--- src/rtl/mcaf_pkg.sv ---
// ----------------------------------------------------------------------------
// Motor current average filter package
// Shared widths, register indexes and control types of the filter.
// ----------------------------------------------------------------------------
`default_nettype none

package mcaf_pkg;

    // Field widths
    localparam int SMP_W      = 10;   // raw converter sample
    localparam int OFS_W      = 10;   // zero offset and phase offsets
    localparam int FS_W       = 16;   // full scale multiplier
    localparam int MAG_W      = 11;   // rectified magnitude and average
    localparam int SCL_W      = 17;   // scaled current
    localparam int DIFF_W     = 13;   // signed difference before rectifying
    localparam int PROD_W     = MAG_W + FS_W;

    // Configuration port
    localparam int CFG_IDX_W  = 2;
    localparam int CFG_DATA_W = 16;

    localparam logic [CFG_IDX_W-1:0] CFG_ZERO_OFS   = 2'd0;
    localparam logic [CFG_IDX_W-1:0] CFG_PHA_OFS    = 2'd1;
    localparam logic [CFG_IDX_W-1:0] CFG_PHB_OFS    = 2'd2;
    localparam logic [CFG_IDX_W-1:0] CFG_FULL_SCALE = 2'd3;

    // Register reset values
    localparam logic [OFS_W-1:0] ZERO_OFS_RST   = 10'd512;
    localparam logic [FS_W-1:0]  FULL_SCALE_RST = 16'd1024;

    // Arithmetic constants
    localparam logic [MAG_W-1:0] MAG_MAX     = 11'd2047;
    localparam int               SCALE_SHIFT = 10;
    localparam int               ROUND_SCALE = 512;

    // Default window size
    localparam int WINDOW_LOG2_DEF = 4;

    // Window control from the pipeline to the window unit
    typedef struct packed {
        logic take;     // input transfer: start the read of the oldest entry
        logic adv;      // item leaves the first stage: update the sum, write back
    } t_win_ctl;

endpackage : mcaf_pkg

`default_nettype wire

--- src/rtl/mcaf_if.sv ---
// ----------------------------------------------------------------------------
// Motor current average filter channels
// Valid/ready channels for the sample pairs and for the filtered results.
// ----------------------------------------------------------------------------
`default_nettype none

interface mcaf_in_if;
    logic                        valid;
    logic                        ready;
    logic [mcaf_pkg::SMP_W-1:0]  phase_a_sample;
    logic [mcaf_pkg::SMP_W-1:0]  phase_b_sample;

    modport source (output valid, output phase_a_sample, output phase_b_sample,
                    input ready);
    modport sink   (input valid, input phase_a_sample, input phase_b_sample,
                    output ready);
endinterface : mcaf_in_if

interface mcaf_out_if;
    logic                        valid;
    logic                        ready;
    logic [mcaf_pkg::MAG_W-1:0]  filtered_current;
    logic [mcaf_pkg::SCL_W-1:0]  scaled_current;

    modport source (output valid, output filtered_current, output scaled_current,
                    input ready);
    modport sink   (input valid, input filtered_current, input scaled_current,
                    output ready);
endinterface : mcaf_out_if

`default_nettype wire

--- src/rtl/mcaf_ram.sv ---
// ----------------------------------------------------------------------------
// Generic simple dual-port RAM
// One write port and one read port with a registered read that holds its
// data while no read is enabled.
// ----------------------------------------------------------------------------
`default_nettype none

module mcaf_ram #(
    parameter int WIDTH = 8,
    parameter int DEPTH = 16
) (
    input  wire logic                     i_clk,
    input  wire logic                     i_we,
    input  wire logic [$clog2(DEPTH)-1:0] i_waddr,
    input  wire logic [WIDTH-1:0]         i_wdata,
    input  wire logic                     i_re,
    input  wire logic [$clog2(DEPTH)-1:0] i_raddr,
    output      logic [WIDTH-1:0]         o_rdata
);

    logic [WIDTH-1:0] r_mem [DEPTH];
    logic [WIDTH-1:0] r_rdata;

    // Write port
    always_ff @(posedge i_clk) begin
        if (i_we) begin
            r_mem[i_waddr] <= i_wdata;
        end
    end

    // Registered read port
    always_ff @(posedge i_clk) begin
        if (i_re) begin
            r_rdata <= r_mem[i_raddr];
        end
    end

    assign o_rdata = r_rdata;

endmodule : mcaf_ram

`default_nettype wire

--- src/rtl/mcaf_mag.sv ---
// ----------------------------------------------------------------------------
// Phase magnitude unit
// Removes the zero offset and the phase offset from one raw sample, then
// rectifies and saturates the difference.
// ----------------------------------------------------------------------------
`default_nettype none

module mcaf_mag (
    input  wire logic        [mcaf_pkg::SMP_W-1:0] i_sample,
    input  wire logic        [mcaf_pkg::OFS_W-1:0] i_zero_ofs,
    input  wire logic signed [mcaf_pkg::OFS_W-1:0] i_phase_ofs,
    output      logic        [mcaf_pkg::MAG_W-1:0] o_mag
);
    import mcaf_pkg::*;

    logic signed [DIFF_W-1:0] diff;
    logic        [DIFF_W-1:0] abs_val;

    // Signed difference, wide enough for every operand combination
    assign diff = $signed({{(DIFF_W-SMP_W){1'b0}}, i_sample})
                - $signed({{(DIFF_W-OFS_W){1'b0}}, i_zero_ofs})
                - DIFF_W'(i_phase_ofs);

    // Rectify
    assign abs_val = diff[DIFF_W-1] ? DIFF_W'(-diff) : DIFF_W'(diff);

    // Saturate to the magnitude range
    assign o_mag = (abs_val > DIFF_W'(MAG_MAX)) ? MAG_MAX : abs_val[MAG_W-1:0];

endmodule : mcaf_mag

`default_nettype wire

--- src/rtl/mcaf_window.sv ---
// ----------------------------------------------------------------------------
// Sliding window unit
// Keeps the window entries in a RAM, reads the entry that is about to be
// replaced, updates the running sum and writes the new magnitude back.
// ----------------------------------------------------------------------------
`default_nettype none

module mcaf_window #(
    parameter int WINDOW_LOG2 = mcaf_pkg::WINDOW_LOG2_DEF
) (
    input  wire logic                          i_clk,
    input  wire logic                          i_rst_n,
    input  wire mcaf_pkg::t_win_ctl            i_ctl,
    input  wire logic [mcaf_pkg::MAG_W-1:0]    i_cur,
    output      logic [mcaf_pkg::MAG_W-1:0]    o_avg
);
    import mcaf_pkg::*;

    localparam int DEPTH = 1 << WINDOW_LOG2;
    localparam int SUM_W = MAG_W + WINDOW_LOG2;
    localparam int RND_W = SUM_W + 1;

    logic [WINDOW_LOG2-1:0] r_wr_pos;
    logic [DEPTH-1:0]       r_vld;
    logic [SUM_W-1:0]       r_sum;
    logic [SUM_W-1:0]       n_sum;
    logic [MAG_W-1:0]       r_cur;
    logic [WINDOW_LOG2-1:0] r_pos;
    logic                   r_old_vld;
    logic [MAG_W-1:0]       ram_rdata;
    logic [MAG_W-1:0]       old_val;
    logic [RND_W-1:0]       rnd_sum;

    // Window storage: read on transfer, written when the item moves on
    mcaf_ram #(
        .WIDTH (MAG_W),
        .DEPTH (DEPTH)
    ) u_ram (
        .i_clk   (i_clk),
        .i_we    (i_ctl.adv),
        .i_waddr (r_pos),
        .i_wdata (r_cur),
        .i_re    (i_ctl.take),
        .i_raddr (r_wr_pos),
        .o_rdata (ram_rdata)
    );

    // Write position and per-entry valid bits; an entry never written reads as zero
    always_ff @(posedge i_clk) begin
        if (!i_rst_n) begin
            r_wr_pos <= '0;
            r_vld    <= '0;
            r_sum    <= '0;
        end else begin
            if (i_ctl.take) begin
                r_wr_pos <= r_wr_pos + 1'b1;
            end
            if (i_ctl.adv) begin
                r_vld[r_pos] <= 1'b1;
                r_sum        <= n_sum;
            end
        end
    end

    // Item held while its old entry is read
    always_ff @(posedge i_clk) begin
        if (i_ctl.take) begin
            r_cur     <= i_cur;
            r_pos     <= r_wr_pos;
            r_old_vld <= r_vld[r_wr_pos];
        end
    end

    // Running sum: drop the oldest entry, add the new one
    assign old_val = r_old_vld ? ram_rdata : '0;
    assign n_sum   = r_sum - SUM_W'(old_val) + SUM_W'(r_cur);

    // Rounded average of the updated window
    assign rnd_sum = {1'b0, n_sum} + RND_W'(1 << (WINDOW_LOG2 - 1));
    assign o_avg   = rnd_sum[WINDOW_LOG2 +: MAG_W];

endmodule : mcaf_window

`default_nettype wire

--- src/rtl/motor_current_average_filter.sv ---
// ----------------------------------------------------------------------------
// Motor current average filter
// Rectified peak phase current, averaged over a sliding window and scaled.
// ----------------------------------------------------------------------------
// The filter takes one pair of phase samples per clock, while the output side
// accepts results, and returns one result per pair, in order. The window of
// 2^WINDOW_LOG2 entries lives in a small RAM with a registered read; each
// transfer reads the entry it replaces, and the sum update and write-back
// follow when the item leaves the first stage, so consecutive items never
// touch the same entry and a full rate of one item per cycle is sustained
// while the output drains. Entries not yet written count as zero through
// per-entry valid bits that reset clears at once, so no clearing pass is
// needed. The output register and the two stages before it each accept a
// new item while the stage after them drains. Write configuration registers
// only while the filter is idle; the block itself does not enforce this.
// ----------------------------------------------------------------------------
`default_nettype none

module motor_current_average_filter #(
    parameter int WINDOW_LOG2 = mcaf_pkg::WINDOW_LOG2_DEF
) (
    input  wire logic                            i_clk,
    input  wire logic                            i_rst_n,
    input  wire logic                            i_cfg_we,
    input  wire logic [mcaf_pkg::CFG_IDX_W-1:0]  i_cfg_idx,
    input  wire logic [mcaf_pkg::CFG_DATA_W-1:0] i_cfg_data,
    mcaf_in_if.sink                              i_sample,
    mcaf_out_if.source                           o_result
);
    import mcaf_pkg::*;

    // Configuration registers
    logic        [OFS_W-1:0] r_zero_ofs;
    logic signed [OFS_W-1:0] r_pha_ofs;
    logic signed [OFS_W-1:0] r_phb_ofs;
    logic        [FS_W-1:0]  r_full_scale;

    // Pipeline control
    logic       r_a_valid;
    logic       r_b_valid;
    logic       r_c_valid;
    logic       c_ready;
    logic       b_ready;
    logic       b_adv;
    logic       in_xfer;
    t_win_ctl   win_ctl;

    // Payload
    logic [MAG_W-1:0]  mag_a;
    logic [MAG_W-1:0]  mag_b;
    logic [MAG_W-1:0]  cur;
    logic [MAG_W-1:0]  win_avg;
    logic [MAG_W-1:0]  r_b_avg;
    logic [MAG_W-1:0]  r_c_avg;
    logic [SCL_W-1:0]  r_c_scaled;
    logic [PROD_W-1:0] prod;
    logic [PROD_W:0]   prod_rnd;

    // Configuration writes
    always_ff @(posedge i_clk) begin
        if (!i_rst_n) begin
            r_zero_ofs   <= ZERO_OFS_RST;
            r_pha_ofs    <= '0;
            r_phb_ofs    <= '0;
            r_full_scale <= FULL_SCALE_RST;
        end else if (i_cfg_we) begin
            case (i_cfg_idx)
                CFG_ZERO_OFS:   r_zero_ofs   <= i_cfg_data[OFS_W-1:0];
                CFG_PHA_OFS:    r_pha_ofs    <= i_cfg_data[OFS_W-1:0];
                CFG_PHB_OFS:    r_phb_ofs    <= i_cfg_data[OFS_W-1:0];
                CFG_FULL_SCALE: r_full_scale <= i_cfg_data[FS_W-1:0];
                default: ;
            endcase
        end
    end

    // Per-phase magnitudes and the larger of the two
    mcaf_mag u_mag_a (
        .i_sample    (i_sample.phase_a_sample),
        .i_zero_ofs  (r_zero_ofs),
        .i_phase_ofs (r_pha_ofs),
        .o_mag       (mag_a)
    );

    mcaf_mag u_mag_b (
        .i_sample    (i_sample.phase_b_sample),
        .i_zero_ofs  (r_zero_ofs),
        .i_phase_ofs (r_phb_ofs),
        .o_mag       (mag_b)
    );

    assign cur = (mag_a > mag_b) ? mag_a : mag_b;

    // Ready chain: each stage takes an item when it is empty or drains
    assign c_ready          = !r_c_valid || o_result.ready;
    assign b_ready          = !r_b_valid || c_ready;
    assign b_adv            = r_b_valid && c_ready;
    assign i_sample.ready   = !r_a_valid || b_ready;
    assign in_xfer          = i_sample.valid && i_sample.ready;
    // Window control, take first and adv second
    assign win_ctl          = {in_xfer, r_a_valid && b_ready};

    // Window read, sum update and write-back
    mcaf_window #(
        .WINDOW_LOG2 (WINDOW_LOG2)
    ) u_window (
        .i_clk   (i_clk),
        .i_rst_n (i_rst_n),
        .i_ctl   (win_ctl),
        .i_cur   (cur),
        .o_avg   (win_avg)
    );

    // Stage valid flags
    always_ff @(posedge i_clk) begin
        if (!i_rst_n) begin
            r_a_valid <= 1'b0;
            r_b_valid <= 1'b0;
            r_c_valid <= 1'b0;
        end else begin
            if (i_sample.ready) begin
                r_a_valid <= i_sample.valid;
            end
            if (b_ready) begin
                r_b_valid <= r_a_valid;
            end
            if (c_ready) begin
                r_c_valid <= r_b_valid;
            end
        end
    end

    // Average register
    always_ff @(posedge i_clk) begin
        if (win_ctl.adv) begin
            r_b_avg <= win_avg;
        end
    end

    // Scaling with rounding
    assign prod     = PROD_W'(r_b_avg) * PROD_W'(r_full_scale);
    assign prod_rnd = {1'b0, prod} + (PROD_W + 1)'(ROUND_SCALE);

    // Output register
    always_ff @(posedge i_clk) begin
        if (b_adv) begin
            r_c_avg    <= r_b_avg;
            r_c_scaled <= prod_rnd[SCALE_SHIFT +: SCL_W];
        end
    end

    assign o_result.valid            = r_c_valid;
    assign o_result.filtered_current = r_c_avg;
    assign o_result.scaled_current   = r_c_scaled;

endmodule : motor_current_average_filter

`default_nettype wire

--- src/flat_wrapper.sv ---
// flat-port wrapper written by rule: the top's interface ports become plain ports
module motor_current_average_filter_flat import mcaf_pkg::*;
#(
    parameter int WINDOW_LOG2 = mcaf_pkg::WINDOW_LOG2_DEF
)
  (i_clk, i_rst_n, i_cfg_we, i_cfg_idx, i_cfg_data, i_sample_valid, i_sample_phase_a_sample, i_sample_phase_b_sample, i_sample_ready, o_result_valid, o_result_filtered_current, o_result_scaled_current, o_result_ready);
  mcaf_in_if i_sample_i ();
  mcaf_out_if o_result_i ();
  input  wire logic i_clk;
  input  wire logic i_rst_n;
  input  wire logic i_cfg_we;
  input  wire logic [mcaf_pkg::CFG_IDX_W-1:0] i_cfg_idx;
  input  wire logic [mcaf_pkg::CFG_DATA_W-1:0] i_cfg_data;
  input wire logic [$bits(i_sample_i.valid)-1:0] i_sample_valid;
  input wire logic [$bits(i_sample_i.phase_a_sample)-1:0] i_sample_phase_a_sample;
  input wire logic [$bits(i_sample_i.phase_b_sample)-1:0] i_sample_phase_b_sample;
  output wire logic [$bits(i_sample_i.ready)-1:0] i_sample_ready;
  output wire logic [$bits(o_result_i.valid)-1:0] o_result_valid;
  output wire logic [$bits(o_result_i.filtered_current)-1:0] o_result_filtered_current;
  output wire logic [$bits(o_result_i.scaled_current)-1:0] o_result_scaled_current;
  input wire logic [$bits(o_result_i.ready)-1:0] o_result_ready;
  assign i_sample_i.valid = i_sample_valid;
  assign i_sample_i.phase_a_sample = i_sample_phase_a_sample;
  assign i_sample_i.phase_b_sample = i_sample_phase_b_sample;
  assign i_sample_ready = i_sample_i.ready;
  assign o_result_valid = o_result_i.valid;
  assign o_result_filtered_current = o_result_i.filtered_current;
  assign o_result_scaled_current = o_result_i.scaled_current;
  assign o_result_i.ready = o_result_ready;
  motor_current_average_filter #(.WINDOW_LOG2(WINDOW_LOG2)) u_core (.i_clk(i_clk), .i_rst_n(i_rst_n), .i_cfg_we(i_cfg_we), .i_cfg_idx(i_cfg_idx), .i_cfg_data(i_cfg_data), .i_sample(i_sample_i), .o_result(o_result_i));
endmodule
--- config.mk ---
export PLATFORM = sky130hd
export DESIGN_NAME = motor_current_average_filter_flat
export DESIGN_NICKNAME = d
export VERILOG_FILES = /design/src/rtl/mcaf_pkg.sv /design/src/rtl/mcaf_if.sv /design/src/rtl/mcaf_ram.sv /design/src/rtl/mcaf_mag.sv /design/src/rtl/mcaf_window.sv /design/src/rtl/motor_current_average_filter.sv /design/src/flat_wrapper.sv
export SDC_FILE = /design/constraint.sdc
export NUM_CORES = 1
export LEC_CHECK = 0
export ABC_AREA = 1
export BUFFER_PORTS_ARGS = -buffer_cell sky130_fd_sc_hd__buf_2
export CORE_MARGIN = 3
export CORE_UTILIZATION = 64
export DETAILED_ROUTE_END_ITERATION = 12
export GPL_TIMING_DRIVEN = 0
export HOLD_SLACK_MARGIN = 0.05
export PLACE_DENSITY = 0.84
export REMOVE_ABC_BUFFERS = 1
export SYNTH_ARGS = -nofsm -noshare
export SYNTH_HDL_FRONTEND = slang
export SYNTH_SLANG_ARGS = --single-unit
--- constraint.sdc ---
create_clock -name i_clk -period 5.6 [get_ports i_clk]
set_clock_uncertainty 0.15 [all_clocks]
set_input_delay 0.56 -clock i_clk [delete_from_list [all_inputs] [get_ports i_clk]]
set_output_delay 0.56 -clock i_clk [all_outputs]
set_load 0.05 [all_outputs]
After elaboration in Yosys (flattened, before gate mapping) --
Memories as Yosys holds them, arrays and structs flattened. A register that Yosys moved wholly into a read port is not among the register bits. Index checks and enable logic that the tools add are counted.
Word-level totals: RAM bits 176, memories 1, output and inout port bits 30, flip-flop bits (word level) 139, input bits 43
Memories:
- u_core.u_window.u_ram.r_mem | words 16, width 11, read ports 1, clocked after Yosys merged registers in 1, write ports 1, RTL line mcaf_ram.sv:21 | logic [WIDTH-1:0] r_mem [DEPTH];
Cells by class: $lt $le $gt $ge 6, $add $sub $neg 11, $mul 1, bitwise operators 1, mux-type cells 12, eq/ne operators 3, reductions and logical operators 15
Operators with widths (count):
- two-way mux 11 bit | 4
- adder 27 x 10 -> 27 bit (second input constant) | 1
- multiplier 11 x 16 -> 27 bit | 1
- > comparator 13 x 11 -> 1 bit (second input constant) | 2
- two-way mux 13 bit | 2
- negator 13 bit | 2
- subtractor 11 x 10 -> 12 bit | 2
- subtractor 10 x 10 -> 11 bit | 2
- OR 16 bit | 1
- adder 15 x 11 -> 15 bit | 1
- adder 15 x 4 -> 15 bit (second input constant) | 1
- subtractor 15 x 11 -> 15 bit | 1
- > comparator 11 bit | 1
- < comparator 4 x 5 -> 1 bit (second input constant) | 2
- AND reduction 2 bit | 4
- adder 4 x 1 -> 4 bit (second input constant) | 1
- binary-select mux 1 bit (select 4 bit) | 1
- demux 1 bit (select 4 bit) | 1
- == test 2 bit (second input constant) | 2
- >= comparator 4 x 1 -> 1 bit (second input constant) | 1
- logical AND 1 bit | 4
- two-way mux 1 bit | 4
- zero test 1 bit | 3
- logical OR 1 bit | 3
- other kinds (2) | 2

Logic depth before layout (Yosys ltp) --
word-level depth 8, mapped depth 35, gate-level depth less buffers 35

Hierarchy --
A second synthesis with hierarchy kept.
Unflattened totals: cells, all modules 3041, area, all modules 24222.0 um^2
Modules (own cells, without submodules):
- motor_current_average_filter | area each 9535.4 um^2, cells an instance 1217, seq. area each 2152.1 um^2, times used 1
- mcaf_ram | area each 7963.9 um^2, cells an instance 749, seq. area each 5615.4 um^2, times used 1
- mcaf_window | area each 3577.2 um^2, cells an instance 517, seq. area each 1181.1 um^2, times used 1
- mcaf_mag | area each 1572.8 um^2, cells an instance 279, seq. area each 0.0 um^2, times used 2

Worst setup path after synthesis --
OpenSTA, ideal clock, no wires.
path kind reg2reg, start register u_core.r_b_avg[5], end register u_core.r_c_scaled[14] (netlist: u_core.o_result.scaled_current[14]), data pin, buffers on the path 2, slack 0.459 ns, stages on the path, launching flop included 22, setup time 0.252 ns, arrival 4.739 ns, cell sequence edfxtp_1 > clkbuf_1 > clkbuf_1 > nand2_1 > fa_1 > inv_1 > fa_1 > inv_1 > fa_1 > inv_1 > fa_1 > fa_1 > ha_1 > nand4_1 > o21ai_0 > nand2_1 > nand2_1 > nand2_1 > nand2_1 > nand2_1 > nand3_1 > nand2_1
On the way: longest elaborated chain between the ends 2
RTL lines:
- from (decl) | RTL line motor_current_average_filter.sv:53 | logic [MAG_W-1:0] r_b_avg;
- from (signal assigned) | RTL line motor_current_average_filter.sv:136 | r_b_avg <= win_avg;
- multiplier 11 x 16 -> 27 bit | RTL line motor_current_average_filter.sv:141 | assign prod = PROD_W'(r_b_avg) * PROD_W'(r_full_scale);
- adder 27 x 10 -> 27 bit | RTL line motor_current_average_filter.sv:142 | assign prod_rnd = {1'b0, prod} + (PROD_W + 1)'(ROUND_SCALE);
- net u_core.prod_rnd[24] | RTL line motor_current_average_filter.sv:57 | logic [PROD_W:0] prod_rnd;
- to (signal assigned) | RTL line motor_current_average_filter.sv:148 | r_c_scaled <= prod_rnd[SCALE_SHIFT +: SCL_W];
- to (decl) | RTL line motor_current_average_filter.sv:55 | logic [SCL_W-1:0] r_c_scaled;
The timed path passes the listed nets, and every way through them passes these cells. A chain may end at the register's enable or synchronous reset.

Final worst setup path --
start register u_core.r_full_scale[11], end register u_core.r_c_scaled[16] (netlist: u_core.o_result.scaled_current[16]), data pin
On the way: longest elaborated chain between the ends 2
RTL lines:
- from (decl) | RTL line motor_current_average_filter.sv:36 | logic [FS_W-1:0] r_full_scale;
- from (signal assigned) | RTL line motor_current_average_filter.sv:71 | CFG_FULL_SCALE: r_full_scale <= i_cfg_data[FS_W-1:0];
- multiplier 11 x 16 -> 27 bit | RTL line motor_current_average_filter.sv:141
- adder 27 x 10 -> 27 bit | RTL line motor_current_average_filter.sv:142
- net u_core.prod_rnd[26] | RTL line motor_current_average_filter.sv:57
The timed path passes the listed nets, and every way through them passes these cells.

==> out/results.ini <==
[synth]
synth_largest_area_cell=edfxtp_1
syn_area_per_cell_sq_um=8.77
yosysMostFrequentCell=nand2_1
synth.area.top_cells=edfxtp_1 33%, fa_1 13%, nand2_1 8.6%, ha_1 8.1%, dfxtp_1 7.6%
syn_area_sq_um=22200
ys_top_cells_by_count=507 x nand2_1, 440 x inv_1, 264 x nor2_1
synth_top_area_share_pct=32.7
synth-edff-count=242
synth_cell_type_count=44
synth-seq-area-share_pct=40.3
syn_inst=2532
synthArstFlopShare_pct=0
synthFlopType=edfxtp_1
ys_ff_latch=326
yosys_warnings=0

[route]
route.detailed.drc=0
wl_per_cell_um=17.6
vias_per_cell=5.80
ant_nets=0
drtIter0Drc=1511
drt_first_pass_iters=8
finalWirelength_um=53600
num_vias=17700

[run]
maxCapViolCount=0

[cts]
cts_buffers=36
htree_num_levels=2
cts_tree=yes
cts_sinks=326
clock_latency_ps=550
cts_root_buffer=clkbuf_16
cts.clk_slew.worst_paths_ps=60
clockBufferDepth=3

[layout]
drive_gt1_share_pct=8.36
finalNetCount=2896
fin_util_pct=71.8
area_delta_synth_final_pct=9.58
final-instance-count-excl-fill=3045
fillers=2478

[status]
run_status=finished, final reports clean

[power_and_ir_drop]
vdd.ir_drop.worst_mv=0.417
power.total_uw=12300
power.leakage_uw=0.0116
powerDensity_nw_per_um2=507

[floorplanning]
rows=67
core_region_area_sq_um=33900
fp.dieW_um=192
io_pins=73
fp.dieArea_sq_um=37000
dieHeight_um=192
start_util_pct=65.5

[global_route]
grt_start_max_net_pins=101
grt_pass1_wl_um=85800
antenna_found_initial=1
grt_usage_pct=29.1
grt_overflow=0
grt_pass1_vias=18000

[sta]
tightestPinTransition_ps=1410
relSlewSlack_pct=5.53
fmax_ghz=0.188
drv_slew=0
min_period_ps=5320
setup-tns-final_ps=0
hold_viol=0
setup_viol=0
finalCritPeriodShare_pct=95.0

[placed_design]
gp_congestion=0.898
dp_hpwl_um=36100
io_buffer_count=72
dpl.cell_count=2959

[worst_setup_path]
crit_slowest_cell=dfxtp_1
arrival_ps=5480
crit_path_end=u_core.o_result.scaled_current[16]
cp.required_ps=5760
critPathMaxFanout=12
worstSetupPathType=flop to flop
cp-start-kind=flop
timing.critical_path.buf_inv=1
crit_cells=15
critPathTopFamily=adder cells
startpoint=u_core.r_full_scale[11]
r2r_setup_slack_ps=280
worstReg2RegStart=u_core.r_full_scale[11]
ff2ff_path_depth=15
crit_path_cell_trace=nand2_1, fa_1, fa_1, inv_1, fa_1, fa_1, fa_1, ha_1, nand2_1, nor4_1, nand2_1, nand2_1, nand2_1, a21oi_1, xnor2_1
rr_endpoint=u_core.o_result.scaled_current[16]
end_kind=flop
critPathMaxStageDelay_ps=680

[worst_hold_path]
hold_path.class=input pin to flop

==> worst min path at each step <==
stage                                    end  cells after the start                      from
floorplan                u_core.r_pha_ofs[2]                      2       u_core.r_pha_ofs[2]
global placement    u_core.u_window.r_vld[2]                      2  u_core.u_window.r_vld[2]
detailed placement       u_core.r_phb_ofs[2]                      2       u_core.r_phb_ofs[2]
CTS                  u_core.r_full_scale[10]                      3            i_cfg_data[10]
global route         u_core.r_full_scale[10]                      3            i_cfg_data[10]
finish               u_core.r_full_scale[10]                      3            i_cfg_data[10]
==> what timing repair did <==
action,CTS,global route
cloned,0,0
resized for setup,2,21
setup endpoints to repair,9,23
hold buffers,0,0
buffers inserted,0,20
==> report_power, final <==
part	switching, uW	internal [uW]	leakage [uW]
registers	388	3240	0.00291
logic	4060	2210	0.00805
clock network	1030	1390	0.000594
total	5480	6840	0.0116
==> cells in the final DEF, fill, tap and decap left out, types with 11 or more instances in the layout <==
cell type,instances
edfxtp_1,242
nand2_1,506
nand3_1,84
dfxtp_2,13
buf_2,72
xor2_1,28
dfxtp_1,70
ha_1,144
nor2_1,262
fa_1,140
o211ai_1,17
nand4_1,23
o21ai_0,183
buf_4,11
xnor2_1,25
a21oi_1,115
o22ai_1,12
inv_1,439
clkbuf_16,36
o221ai_1,35
==> registers in the layout, indices dropped and copies added (netlist names), 4 cells and up <==
register	cells
u_core.r_phb_ofs	10
u_core.r_zero_ofs	10
u_core.o_result.filtered_current	11
u_core.o_result.scaled_current	17
u_core.u_window.r_pos	4
u_core.u_window.r_vld	16
u_core.r_full_scale	16
u_core.u_window.r_wr_pos	4
u_core.u_window.r_sum	15
u_core.r_b_avg	11
u_core.u_window.u_ram.r_mem	176
u_core.r_pha_ofs	10
u_core.u_window.r_cur	11
u_core.u_window.u_ram.o_rdata	11
==> per-stage QoR <==
step	hold WS, ps	setup WS [ps]	cell area, sq um
2_1_floorplan	285	387	21800
3_3_place_gp	294	-1700	22700
3_5_place_dp	305	-487	22800
4_1_cts	73.6	1.33	24000
5_1_grt	100	-4.75	24300
6_report	87.7	279	24300
==> kinds of logic (layout without fill, tap and decap cells) <==
kind of cell	after synthesis	count (layout)	synth area share, %
xor gates and xnor gates	57	57	2.38
other	0	1	0
and+or+nand+nor	928	928	17.3
AOI/OAI and AO/OA	393	393	9.96
adders and majority gates	284	284	20.7
DFF	326	326	40.3
buffers and inverters	544	608	9.34
==> worst reg2reg max path, stage by stage, from the launching register on <==
cell and delay (ps):
dfxtp_1 680, nand2_1 170, fa_1 550, fa_1 520, inv_1 50, fa_1 490, fa_1 540, fa_1 530
ha_1 390, nand2_1 140, nor4_1 290, nand2_1 90, nand2_1 140, nand2_1 90, a21oi_1 190, xnor2_1 90
==> cell type report <==
class / count / area, sq um / area share, %
diodes: 1 / 2.50 / 0.0103
flip-flops and latches: 326 / 8970 / 36.9
inverters: 449 / 1690 / 6.95
well taps: 448 / 561 / 2.30
multi-input cells: 1662 / 11200 / 46.1
repair buffers: 94 / 671 / 2.76
clock inverters: 28 / 318 / 1.31
clock buffers: 37 / 905 / 3.72
==> layer usage <==
metal	wire length (um)	vias up	share of wire (%)	GRT usage, %
met5	0	-	0	0
met4	1760	0	3.3	12.2
met3	4280	175	8.0	4.31
met2	26600	879	50	50.1
met1	20900	8346	39	36.8
li1	-	8254	-	-
Note: power is estimated with default switching activity, not from simulation.
